$ cat config.mk
export PLATFORM = sky130hd
export DESIGN_NAME = rtp_h264_depacketizer_flat
export DESIGN_NICKNAME = d
export VERILOG_FILES = /design/src/rtl/rtphd_pkg.sv /design/src/rtl/rtphd_in_if.sv /design/src/rtl/rtphd_out_if.sv /design/src/rtl/rtp_h264_depacketizer.sv /design/src/rtl/rtphd_parser.sv /design/src/rtl/rtphd_expander.sv /design/src/flat_wrapper.sv
export SDC_FILE = /design/constraint.sdc
export NUM_CORES = 1
export LEC_CHECK = 0
export BUFFER_PORTS_ARGS = -buffer_cell sky130_fd_sc_hd__buf_2
export CORE_UTILIZATION = 54
export CTS_CLUSTER_DIAMETER = 200
export DETAILED_ROUTE_END_ITERATION = 8
export GPL_TIMING_DRIVEN = 0
export HOLD_SLACK_MARGIN = 0.12
export PLACE_DENSITY = 0.76
export SETUP_SLACK_MARGIN = 0.1
export SLEW_MARGIN = 15
export SYNTH_ARGS = -nofsm -noshare
export SYNTH_HDL_FRONTEND = slang
export SYNTH_SLANG_ARGS = --single-unit
export TNS_END_PERCENT = 5
$ cat constraint.sdc
create_clock -name clk -period 4.8 [get_ports clk]
set_input_delay 0.48 -clock clk [delete_from_list [all_inputs] [get_ports clk]]
set_output_delay 0.48 -clock clk [all_outputs]
set_load 0.005 [all_outputs]
$ cat src/rtl/rtphd_pkg.sv
// ----------------------------------------------------------------------------
// rtphd_pkg: shared types and constants of the RTP H.264 depacketizer
// Header layout, FU-A codes, the Annex-B start code and the run descriptor
// that the parser hands to the output expander.
// ----------------------------------------------------------------------------
package rtphd_pkg;

  // RTP header and byte positions
  localparam logic [1:0] RTP_VERSION   = 2'd2;
  localparam logic [3:0] POS_FIRST     = 4'd0;
  localparam logic [3:0] POS_MARKER    = 4'd1;
  localparam logic [3:0] POS_SEQ_HI    = 4'd2;
  localparam logic [3:0] POS_SEQ_LO    = 4'd3;
  localparam logic [3:0] POS_TS_FIRST  = 4'd4;
  localparam logic [3:0] POS_TS_LAST   = 4'd7;
  localparam logic [3:0] HEADER_BYTES  = 4'd12;
  localparam logic [3:0] POS_FU_HEADER = 4'd13;
  localparam logic [3:0] POS_MAX       = 4'd14;

  // NAL unit codes
  localparam logic [4:0] FU_A_TYPE = 5'd28;
  localparam logic [1:0] NRI_MASK  = 2'h3;

  // Annex-B start code
  localparam logic [7:0] START_CODE [4] = '{8'h00, 8'h00, 8'h00, 8'h01};

  // Expander steps: 0..3 start code bytes, then payload byte, then frame end
  localparam logic [2:0] STEP_PREFIX = 3'd0;
  localparam logic [2:0] STEP_CODE_LAST = 3'd3;
  localparam logic [2:0] STEP_DATA   = 3'd4;
  localparam logic [2:0] STEP_END    = 3'd5;

  // Results caused by one input item
  typedef struct packed {
    logic        prefix;     // start code ahead of the data byte
    logic        data;       // one stream byte
    logic [7:0]  data_byte;
    logic        frame_end;  // frame end marker after the bytes
    logic [31:0] ts;
    logic        gap;
  } run_t;

endpackage

$ cat src/rtl/rtphd_in_if.sv
// ----------------------------------------------------------------------------
// rtphd_in_if: datagram byte channel
// Valid/ready channel carrying one RTP datagram byte and its end flag.
// ----------------------------------------------------------------------------
interface rtphd_in_if;
  logic       valid;
  logic       ready;
  logic [7:0] in_byte;
  logic       end_of_packet;

  modport source (output valid, output in_byte, output end_of_packet, input ready);
  modport sink   (input valid, input in_byte, input end_of_packet, output ready);
endinterface

$ cat src/rtl/rtphd_out_if.sv
// ----------------------------------------------------------------------------
// rtphd_out_if: Annex-B result channel
// Valid/ready channel carrying stream bytes and frame end markers.
// ----------------------------------------------------------------------------
interface rtphd_out_if;
  logic        valid;
  logic        ready;
  logic        kind;
  logic [7:0]  out_byte;
  logic [31:0] frame_timestamp;
  logic        seq_gap;
  logic        last_of_run;

  modport source (output valid, output kind, output out_byte, output frame_timestamp,
                  output seq_gap, output last_of_run, input ready);
  modport sink   (input valid, input kind, input out_byte, input frame_timestamp,
                  input seq_gap, input last_of_run, output ready);
endinterface

$ cat src/rtl/rtp_h264_depacketizer.sv
// Each accepted run is registered into the output slot, or the skid slot if busy.
// Throughput: one datagram byte per cycle while the skid slot is empty; each item
// holds the output slot until its 1, 2, 5 or 6 results (start code expansion) are out.
// A two-slot run buffer (skid slot plus output slot) sets the intake rate.
// Reset: synchronous active-low rst_n clears parser state and both slots;
// no clearing pass, the block accepts items as soon as reset is released.
// ----------------------------------------------------------------------------
// rtp_h264_depacketizer: RTP to Annex-B H.264 depacketizer
// Parses RTP datagrams byte by byte and emits an Annex-B stream with start
// codes, rebuilt FU-A NAL headers and frame end markers.
// ----------------------------------------------------------------------------
module rtp_h264_depacketizer (
  input  logic        clk,
  input  logic        rst_n,
  rtphd_in_if.sink    in_ch,
  rtphd_out_if.source out_ch
);

  logic            accept;
  logic            in_ready;
  logic            run_valid;
  rtphd_pkg::run_t run;

  assign in_ch.ready = in_ready;
  assign accept      = in_ch.valid && in_ready;

  // Header parse and run build
  rtphd_parser u_parser (
    .clk           (clk),
    .rst_n         (rst_n),
    .accept        (accept),
    .in_byte       (in_ch.in_byte),
    .end_of_packet (in_ch.end_of_packet),
    .run_valid     (run_valid),
    .run           (run)
  );

  // Run buffering and serialization
  rtphd_expander u_expander (
    .clk       (clk),
    .rst_n     (rst_n),
    .run_valid (run_valid),
    .run       (run),
    .in_ready  (in_ready),
    .out_ch    (out_ch)
  );

endmodule

$ cat src/rtl/rtphd_parser.sv
// ----------------------------------------------------------------------------
// rtphd_parser: RTP header and FU-A parser
// Tracks the byte position in the datagram, captures header fields and
// builds the run of results that each accepted byte causes.
// ----------------------------------------------------------------------------
module rtphd_parser (
  input  logic              clk,
  input  logic              rst_n,
  input  logic              accept,
  input  logic [7:0]        in_byte,
  input  logic              end_of_packet,
  output logic              run_valid,
  output rtphd_pkg::run_t   run
);

  logic [3:0]  pos_r,      pos_nxt;
  logic        dropped_r,  dropped_nxt;
  logic        marker_r,   marker_nxt;
  logic [15:0] prev_seq_r, prev_seq_nxt;
  logic [7:0]  seq_hi_r,   seq_hi_nxt;
  logic [31:0] ts_r,       ts_nxt;
  logic [7:0]  fu_ind_r,   fu_ind_nxt;
  logic        frag_r,     frag_nxt;
  logic        gap_r,      gap_nxt;

  logic        drop_now;
  logic        in_payload;
  logic        fe_marker;
  logic [15:0] seq_now;
  logic [7:0]  nal_hdr;
  rtphd_pkg::run_t run_c;

  assign drop_now   = (pos_r == rtphd_pkg::POS_FIRST) ?
                      (in_byte[7:6] != rtphd_pkg::RTP_VERSION) : dropped_r;
  assign in_payload = (pos_r >= rtphd_pkg::HEADER_BYTES);
  assign seq_now    = {seq_hi_r, in_byte};
  assign nal_hdr    = {1'b0, fu_ind_r[6:5] & rtphd_pkg::NRI_MASK, in_byte[4:0]};
  // FU end bit sets the marker on the FU header byte itself
  assign fe_marker  = marker_r | ((pos_r == rtphd_pkg::POS_FU_HEADER) && frag_r && in_byte[6]);

  // Run descriptor for this byte
  always_comb begin
    run_c           = '0;
    run_c.ts        = ts_r;
    run_c.gap       = gap_r;
    run_c.data_byte = in_byte;
    if (!drop_now && in_payload) begin
      if (pos_r == rtphd_pkg::HEADER_BYTES) begin
        if (in_byte[4:0] != rtphd_pkg::FU_A_TYPE) begin
          run_c.prefix = 1'b1;
          run_c.data   = 1'b1;
        end
      end else if (pos_r == rtphd_pkg::POS_FU_HEADER) begin
        if (frag_r) begin
          if (in_byte[7]) begin
            run_c.prefix    = 1'b1;
            run_c.data      = 1'b1;
            run_c.data_byte = nal_hdr;
          end
        end else begin
          run_c.data = 1'b1;
        end
      end else begin
        run_c.data = 1'b1;
      end
      run_c.frame_end = end_of_packet && fe_marker;
    end
  end

  assign run       = run_c;
  assign run_valid = accept && (run_c.prefix || run_c.data || run_c.frame_end);

  // Header state update
  always_comb begin
    pos_nxt      = pos_r;
    dropped_nxt  = dropped_r;
    marker_nxt   = marker_r;
    prev_seq_nxt = prev_seq_r;
    seq_hi_nxt   = seq_hi_r;
    ts_nxt       = ts_r;
    fu_ind_nxt   = fu_ind_r;
    frag_nxt     = frag_r;
    gap_nxt      = gap_r;
    if (accept) begin
      if (pos_r == rtphd_pkg::POS_FIRST) begin
        dropped_nxt = drop_now;
        marker_nxt  = 1'b0;
        frag_nxt    = 1'b0;
        gap_nxt     = 1'b0;
      end
      if (!drop_now) begin
        if (pos_r == rtphd_pkg::POS_MARKER) begin
          marker_nxt = in_byte[7];
        end else if (pos_r == rtphd_pkg::POS_SEQ_HI) begin
          seq_hi_nxt = in_byte;
        end else if (pos_r == rtphd_pkg::POS_SEQ_LO) begin
          gap_nxt      = ((prev_seq_r + 16'd1) != seq_now);
          prev_seq_nxt = seq_now;
        end else if (pos_r >= rtphd_pkg::POS_TS_FIRST && pos_r <= rtphd_pkg::POS_TS_LAST) begin
          ts_nxt = {ts_r[23:0], in_byte};
        end else if (pos_r == rtphd_pkg::HEADER_BYTES) begin
          frag_nxt = (in_byte[4:0] == rtphd_pkg::FU_A_TYPE);
          if (in_byte[4:0] == rtphd_pkg::FU_A_TYPE) begin
            fu_ind_nxt = in_byte;
          end
        end else if (pos_r == rtphd_pkg::POS_FU_HEADER) begin
          if (frag_r && in_byte[6]) begin
            marker_nxt = 1'b1;
          end
        end
      end
      // position saturates once past the FU header
      if (end_of_packet) begin
        pos_nxt     = rtphd_pkg::POS_FIRST;
        dropped_nxt = 1'b0;
        marker_nxt  = 1'b0;
        frag_nxt    = 1'b0;
      end else if (pos_r < rtphd_pkg::POS_MAX) begin
        pos_nxt = pos_r + 4'd1;
      end
    end
  end

  always_ff @(posedge clk) begin
    if (!rst_n) begin
      pos_r      <= '0;
      dropped_r  <= 1'b0;
      marker_r   <= 1'b0;
      prev_seq_r <= '0;
      seq_hi_r   <= '0;
      ts_r       <= '0;
      fu_ind_r   <= '0;
      frag_r     <= 1'b0;
      gap_r      <= 1'b0;
    end else begin
      pos_r      <= pos_nxt;
      dropped_r  <= dropped_nxt;
      marker_r   <= marker_nxt;
      prev_seq_r <= prev_seq_nxt;
      seq_hi_r   <= seq_hi_nxt;
      ts_r       <= ts_nxt;
      fu_ind_r   <= fu_ind_nxt;
      frag_r     <= frag_nxt;
      gap_r      <= gap_nxt;
    end
  end

endmodule

$ cat src/rtl/rtphd_expander.sv
// ----------------------------------------------------------------------------
// rtphd_expander: result run expander
// Holds one run in a skid slot and one in the output slot, and walks the
// output slot through start code, stream byte and frame end, one per ready cycle.
// ----------------------------------------------------------------------------
module rtphd_expander (
  input  logic              clk,
  input  logic              rst_n,
  input  logic              run_valid,
  input  rtphd_pkg::run_t   run,
  output logic              in_ready,
  rtphd_out_if.source       out_ch
);

  rtphd_pkg::run_t pend_r, pend_nxt;
  rtphd_pkg::run_t cur_r,  cur_nxt;
  logic            pend_valid_r, pend_valid_nxt;
  logic            cur_valid_r,  cur_valid_nxt;
  logic [2:0]      step_r, step_nxt;

  logic            last;
  logic            cur_free;
  logic            load_from_pend;
  logic            load_from_in;

  function automatic logic [2:0] first_step(input rtphd_pkg::run_t r);
    logic [2:0] s;
    if (r.prefix)    s = rtphd_pkg::STEP_PREFIX;
    else if (r.data) s = rtphd_pkg::STEP_DATA;
    else             s = rtphd_pkg::STEP_END;
    return s;
  endfunction

  assign last = (step_r == rtphd_pkg::STEP_END) ||
                ((step_r == rtphd_pkg::STEP_DATA) && !cur_r.frame_end);
  assign cur_free       = !cur_valid_r || (out_ch.ready && last);
  assign load_from_pend = pend_valid_r && cur_free;
  assign load_from_in   = run_valid && cur_free && !pend_valid_r;
  assign in_ready       = !pend_valid_r;

  // Slot control and step sequencing
  always_comb begin
    pend_nxt       = pend_r;
    pend_valid_nxt = pend_valid_r;
    cur_nxt        = cur_r;
    cur_valid_nxt  = cur_valid_r;
    step_nxt       = step_r;
    if (cur_free) begin
      cur_valid_nxt = pend_valid_r || load_from_in;
      if (load_from_pend) begin
        cur_nxt  = pend_r;
        step_nxt = first_step(pend_r);
      end else if (load_from_in) begin
        cur_nxt  = run;
        step_nxt = first_step(run);
      end
    end else if (out_ch.ready) begin
      if (step_r == rtphd_pkg::STEP_CODE_LAST) step_nxt = rtphd_pkg::STEP_DATA;
      else                                     step_nxt = step_r + 3'd1;
    end
    if (load_from_pend) begin
      pend_valid_nxt = 1'b0;
    end
    if (run_valid && !load_from_in) begin
      pend_nxt       = run;
      pend_valid_nxt = 1'b1;
    end
  end

  always_ff @(posedge clk) begin
    if (!rst_n) begin
      pend_valid_r <= 1'b0;
      cur_valid_r  <= 1'b0;
      step_r       <= rtphd_pkg::STEP_PREFIX;
    end else begin
      pend_valid_r <= pend_valid_nxt;
      cur_valid_r  <= cur_valid_nxt;
      step_r       <= step_nxt;
    end
  end

  always_ff @(posedge clk) begin
    pend_r <= pend_nxt;
    cur_r  <= cur_nxt;
  end

  // Result fields for the current step
  always_comb begin
    out_ch.valid           = cur_valid_r;
    out_ch.kind            = (step_r == rtphd_pkg::STEP_END);
    out_ch.seq_gap         = cur_r.gap;
    out_ch.last_of_run     = last;
    out_ch.frame_timestamp = (step_r == rtphd_pkg::STEP_END) ? cur_r.ts : 32'd0;
    if (step_r < rtphd_pkg::STEP_DATA)       out_ch.out_byte = rtphd_pkg::START_CODE[step_r[1:0]];
    else if (step_r == rtphd_pkg::STEP_DATA) out_ch.out_byte = cur_r.data_byte;
    else                                     out_ch.out_byte = 8'd0;
  end

`ifndef ASSERT_OFF
  a_no_run_into_full_skid: assert property (@(posedge clk) disable iff (!rst_n)
    run_valid |-> !pend_valid_r)
    else $error("run arrived while skid slot full");
  a_skid_implies_cur: assert property (@(posedge clk) disable iff (!rst_n)
    pend_valid_r |-> cur_valid_r)
    else $error("skid slot full with output slot empty");
  a_step_range: assert property (@(posedge clk) disable iff (!rst_n)
    cur_valid_r |-> (step_r <= rtphd_pkg::STEP_END))
    else $error("expander step out of range");
  a_prefix_has_data: assert property (@(posedge clk) disable iff (!rst_n)
    (cur_valid_r && (step_r < rtphd_pkg::STEP_DATA)) |-> (cur_r.prefix && cur_r.data))
    else $error("start code without stream byte");
  a_end_step_has_marker: assert property (@(posedge clk) disable iff (!rst_n)
    (cur_valid_r && (step_r == rtphd_pkg::STEP_END)) |-> cur_r.frame_end)
    else $error("frame end step without frame end");
`endif

endmodule
$ cat src/flat_wrapper.sv
// flat-port wrapper written by rule: the top's interface ports become plain ports
module rtp_h264_depacketizer_flat 
  (clk, rst_n, in_ch_valid, in_ch_in_byte, in_ch_end_of_packet, in_ch_ready, out_ch_valid, out_ch_kind, out_ch_out_byte, out_ch_frame_timestamp, out_ch_seq_gap, out_ch_last_of_run, out_ch_ready);
  rtphd_in_if in_ch_i ();
  rtphd_out_if out_ch_i ();
  input  logic clk;
  input  logic rst_n;
  input wire logic [$bits(in_ch_i.valid)-1:0] in_ch_valid;
  input wire logic [$bits(in_ch_i.in_byte)-1:0] in_ch_in_byte;
  input wire logic [$bits(in_ch_i.end_of_packet)-1:0] in_ch_end_of_packet;
  output wire logic [$bits(in_ch_i.ready)-1:0] in_ch_ready;
  output wire logic [$bits(out_ch_i.valid)-1:0] out_ch_valid;
  output wire logic [$bits(out_ch_i.kind)-1:0] out_ch_kind;
  output wire logic [$bits(out_ch_i.out_byte)-1:0] out_ch_out_byte;
  output wire logic [$bits(out_ch_i.frame_timestamp)-1:0] out_ch_frame_timestamp;
  output wire logic [$bits(out_ch_i.seq_gap)-1:0] out_ch_seq_gap;
  output wire logic [$bits(out_ch_i.last_of_run)-1:0] out_ch_last_of_run;
  input wire logic [$bits(out_ch_i.ready)-1:0] out_ch_ready;
  assign in_ch_i.valid = in_ch_valid;
  assign in_ch_i.in_byte = in_ch_in_byte;
  assign in_ch_i.end_of_packet = in_ch_end_of_packet;
  assign in_ch_ready = in_ch_i.ready;
  assign out_ch_valid = out_ch_i.valid;
  assign out_ch_kind = out_ch_i.kind;
  assign out_ch_out_byte = out_ch_i.out_byte;
  assign out_ch_frame_timestamp = out_ch_i.frame_timestamp;
  assign out_ch_seq_gap = out_ch_i.seq_gap;
  assign out_ch_last_of_run = out_ch_i.last_of_run;
  assign out_ch_i.ready = out_ch_ready;
  rtp_h264_depacketizer u_core (.clk(clk), .rst_n(rst_n), .in_ch(in_ch_i), .out_ch(out_ch_i));
endmodule
# == Yosys cells after proc, flatten, opt, wreduce, memory -nomap -nowiden ==
# Cells that the tools add are included.
# word_totals
inputBits,13
wordCells,147
ff_bits,162
# classes
bitwise_logic,7
eq_ne,13
n_reduce_logical,38
magnitude_cmp,6
muxes,58
n_addsub,3
# op_table
op,n
two-way mux 42 bit,2
two-way mux 8 bit,7
two-way mux 1 bit,34
two-way mux 32 bit,1
two-way mux 3 bit,7
"adder 16 x 1 -> 16 bit, second input constant",1
binary-select mux 8 bit (select 2 bit),1
!= test 16 bit,1
logical AND 1 bit,14
two-way mux 11 bit,1
two-way mux 10 bit,1
nonzero test 2 bit,5
"equality test 4 x 2 -> 1 bit, second input constant",2
"equality test 4 bit, second input constant",2
two-way mux 4 bit,2
AND reduction 2 bit,4
AND reduction 8 bit,1
"equality test 3 bit, second input constant",2
AND reduction 6 bit,1
"equality test 5 bit, second input constant",1
logical NOT 1 bit,5
logical OR 1 bit,5
"!= test 5 bit, second input constant",1
inverter 1 bit,5
18 further kinds,19

# == Depth between registers and ports, before layout ==
# logic_depth
word_depth,14
ltp_mapped,10
ltp_nobuf,8

# == Hierarchy ==
# Synthesis repeated with hierarchy kept, for this count alone.
# hier_totals
cells_unflattened,638
area_unflattened_um2,7447.1
# modules_own_cells
module,cells_per_inst,area_each_um2,instances,seq_area_each_um2
rtphd_expander,234,3992.6,1,2682.6
rtphd_parser,403,3448.3,1,1321.3
rtp_h264_depacketizer,1,6.3,1,0.0

# == Least setup slack after synthesis ==
# Ideal clock, no wire load.
# synth_timing
path_type,register -> register
startpoint,reg u_core.u_parser.pos_r[1]
endpoint,reg u_core.u_expander.pend_r[0] in the netlist's numbering (enable)
t_arrival_ns,4.333
synth_period_minus_slack_ns,4.832
path_stages_with_launch,8
setup_slack_ns,-0.032
path_buffers,0
setup_time_ns,0.500
cell_sequence,dfxtp_1 inv_1 ha_1 and2b_2 a32oi_1 and2_1 nor2_1 nor3_1
# synth_lines
element,line,text
start: declaration,rtphd_parser.sv:16,"logic [3:0] pos_r, pos_nxt;"
start signal: assignment,rtphd_parser.sv:136,pos_r <= pos_nxt;
end signal: assignment,rtphd_expander.sv:83,pend_r <= pend_nxt;
end: declaration,rtphd_expander.sv:15,"rtphd_pkg::run_t pend_r, pend_nxt;"

# == Worst setup path after layout ==
# layout_timing
startpoint,reg u_core.u_parser.pos_r[1]
endpoint,reg u_core.u_parser.ts_r[25]
# layout_via
elab_chain_len,4
# layout_rtl
element,line,text
branches (longest 3 deep; another with >= comparator 4 x 3 -> 1 bit),--,
AND reduction 6 bit (no source line) *,--,
end signal: assignment,rtphd_parser.sv:141,ts_r <= ts_nxt;
end: declaration,rtphd_parser.sv:21,"logic [31:0] ts_r, ts_nxt;"
# Every way passes the cells marked *.
# A chain may end at the register's enable or synchronous reset.

==> results.tsv <==
metric	value	unit
final std cells w/o fill	978	
CP Cell Sequence	inv_1, ha_1, nor3b_4, mux2_4, nor2_1, nand3b_1, clkbuf_1, nand2_1, a21boi_0	
leakage power	3.465	nW
Worst Path Arrival	3.02	ns
status	finished clean	
grt ovf	0	
residual DRC count	0	
Post-Syn Nets	739	
IO Pins	58	
global-route wire length before repair	26680	um
post-synthesis area per instance	10.12	sq um
CTS Root Cell	clkbuf_16	
asr flop ratio synth	0	%
Synth top area share	35.60	%
Area Growth Syn to Fin	15.76	%
CTS buffer count	17	
Die Footprint	13900	sq um
slowest cell delay on critical path	0.37	ns
synthesized flop and latch total	157	
Clk pin slew, worst setup/hold paths	0.06	ns
Mapped Area	7254	sq um
Total Power	2.821	mW
Syn. warnings	0	
post-cts resize count	0	
Worst setup SP type	register	
cts hold-fix bufs	0	
final WL	16350	um
core area	12880	sq um
post-CTS setup repair buffer count	0	
DP Area	7809	sq um
RSZ-0062 raised after global routing	no	
top cells by area, synth	edfxtp_1, dfxtp_1, nand2_1, mux2i_1, and3_1	
layout cell share with drive strength beyond 1	15.14	%
Clock Tree Buf Depth	2	
die height	117.9	um
antenna viol nets, final	0	
FP Rows	41	
Worst Path Required	5.11	ns
cell taking the most area after synthesis	edfxtp_1	
Final Slew Violations	0	
most frequent cell after synthesis	nand2_1	
crit share post-route	56.57	%
Final Hold Viols	0	
clock skew	0.008535	ns
EDFF count, synth	86	
initial antenna violation count	0	
design area	8398	sq um
Hold Slack	0.2483	ns
chip width	117.9	um
Highest Clock Rate	368.3	MHz
CTS tree	built	
Slew @ Worst Pin	0.6291	ns
Slowest cell on crit path	dfxtp_1	
Inst Count DP	946	
largest net degree at the start of global routing	33	
GPL Wtd Cong	0.9203	
max cap viols	0	
First DRT Iteration DRCs	388	
HPWL Detailed	11230	um
Worst VDD drop	0.1752	mV
sequential element share of the synthesized area	55.19	%
latest clock arrival within the worst-skew pair	0.43	ns
number of global-route vias before repair	5395	
H-tree depth	4	
router iterations before antenna repair	5	
HP Class	primary input to register	
Main synth FF type	edfxtp_1	
Worst setup EP type	register	
Final #Nets	815	
most frequent cells after synthesis	nand2_1, edfxtp_1, dfxtp_1	
PwrDens	335.9	nW/um^2
WL/cell	16.71	um
via count	5503	
starting density of the core	56.34	%
buffers added on ports	54	
gr usage total	24.67	%
Worst Path Max Fanout	10	
final setup TNS	0	ns
DR vias/cell	5.627	
CTS sink cnt	157	
synth unique cells	60	
antenna diode count	0	
fin crit period	2.716	ns
relative slew slack	58.06	%
critical path class	register to register	
Cells after Synth	717	
Final setup violation count	0	
final timing paths:
path | startpoint | end | slack (ns) | cells past startpoint
worst max-delay path | u_core.u_parser.pos_r[1] | u_core.u_parser.ts_r[25] | 2.08 | 9
worst min-delay path | in_ch_in_byte[4] | u_core.u_expander.pend_r[38] | 0.25 | 1
worst max register to register | u_core.u_parser.pos_r[1] | u_core.u_parser.ts_r[25] | 2.08 | 9
worst min register to register | u_core.u_parser.ts_r[28] | u_core.u_expander.pend_r[29] | 0.46 | 0
metrics by stage:
step	worst slack [ns]	util, %
floorplan	1.270	-
global placement	0.5040	60.15
detailed placement	2.178	60.65
CTS	2.169	65.22
global route	1.920	65.22
finish	2.084	65.22
worst max-delay path: cells and delay by family, from the launching register on:
kind | cells | cell delay, ns
flops | 1 | 0.37
buf+inv | 2 | 0.44
compound gates | 1 | 0.09
mux | 1 | 0.34
simple gates | 4 | 1.07
fa+ha+maj | 1 | 0.29
layout by cell type (no fill, tap or decap), types with 4 or more instances in the layout:
cell / netlist / layout
nand2_1: 205 / 205
edfxtp_1: 86 / 86
dfxtp_1: 71 / 71
buf_2: 12 / 66
and3_1: 42 / 42
nor2b_1: 33 / 33
a21boi_0: 31 / 31
mux2i_1: 29 / 29
clkbuf_1: 28 / 28
nor2_1: 19 / 18
clkbuf_16: 0 / 17
o21ai_0: 13 / 13
inv_1: 12 / 12
xnor2_1: 12 / 12
a21oi_1: 11 / 11
ha_1: 9 / 9
nand3_1: 8 / 8
and2_1: 6 / 6
mux2_2: 6 / 6
a31oi_1: 5 / 5
nor3_1: 6 / 5
xor2_1: 5 / 5
a21boi_1: 5 / 5
nand4_1: 4 / 4
inv_6: 0 / 4
report_power, final:
group	total, mW	switching [mW]	internal (mW)
sequential	1.41	0.00197	1.41
combinational	0.0735	0.0425	0.0309
clock	1.34	0.565	0.774
total	2.82	0.610	2.21
final cells by class:
class / count / area (sq um)
plain buffers: 45 / 214.0
multi-input cells: 503 / 3010
inverters: 12 / 45.04
clock buffers: 17 / 425.4
clock inverters: 15 / 163.9
fillers: 953 / 4478
well taps: 172 / 215.2
flip-flops and latches: 157 / 4004
repair buffers: 57 / 320.3
kinds of logic after synthesis:
logic type,after synthesis,synth area share [%]
xor+xnor,18,2.363
simple gates,347,22.99
buf+inv,57,3.570
compound gates,93,9.193
mux,36,5.140
fa+ha+maj,9,1.552
flops,157,55.19
sequential cells by signal, summed over array words and instances, names as in the netlist, 2 cells and up:
signal,cells
u_core.u_parser.pos_r,4
u_core.u_expander.cur_r,41
u_core.u_expander.step_r,3
u_core.u_parser.seq_hi_r,8
u_core.u_expander.pend_r,44
u_core.u_parser.fu_ind_r,2
u_core.u_parser.prev_seq_r,16
u_core.u_parser.ts_r,32
layer usage:
| layer | vias up | track usage [%] | routed length, um |
|---|---|---|---|
| met5 | - | 0 | 0 |
| li1 | 2649 | - | - |
| met1 | 2585 | 29.34 | 6706 |
| met2 | 219 | 42.06 | 8069 |
| met3 | 50 | 5.378 | 1022 |
| met4 | 0 | 12.26 | 549 |
Note: power is estimated with default switching activity, not from simulation.
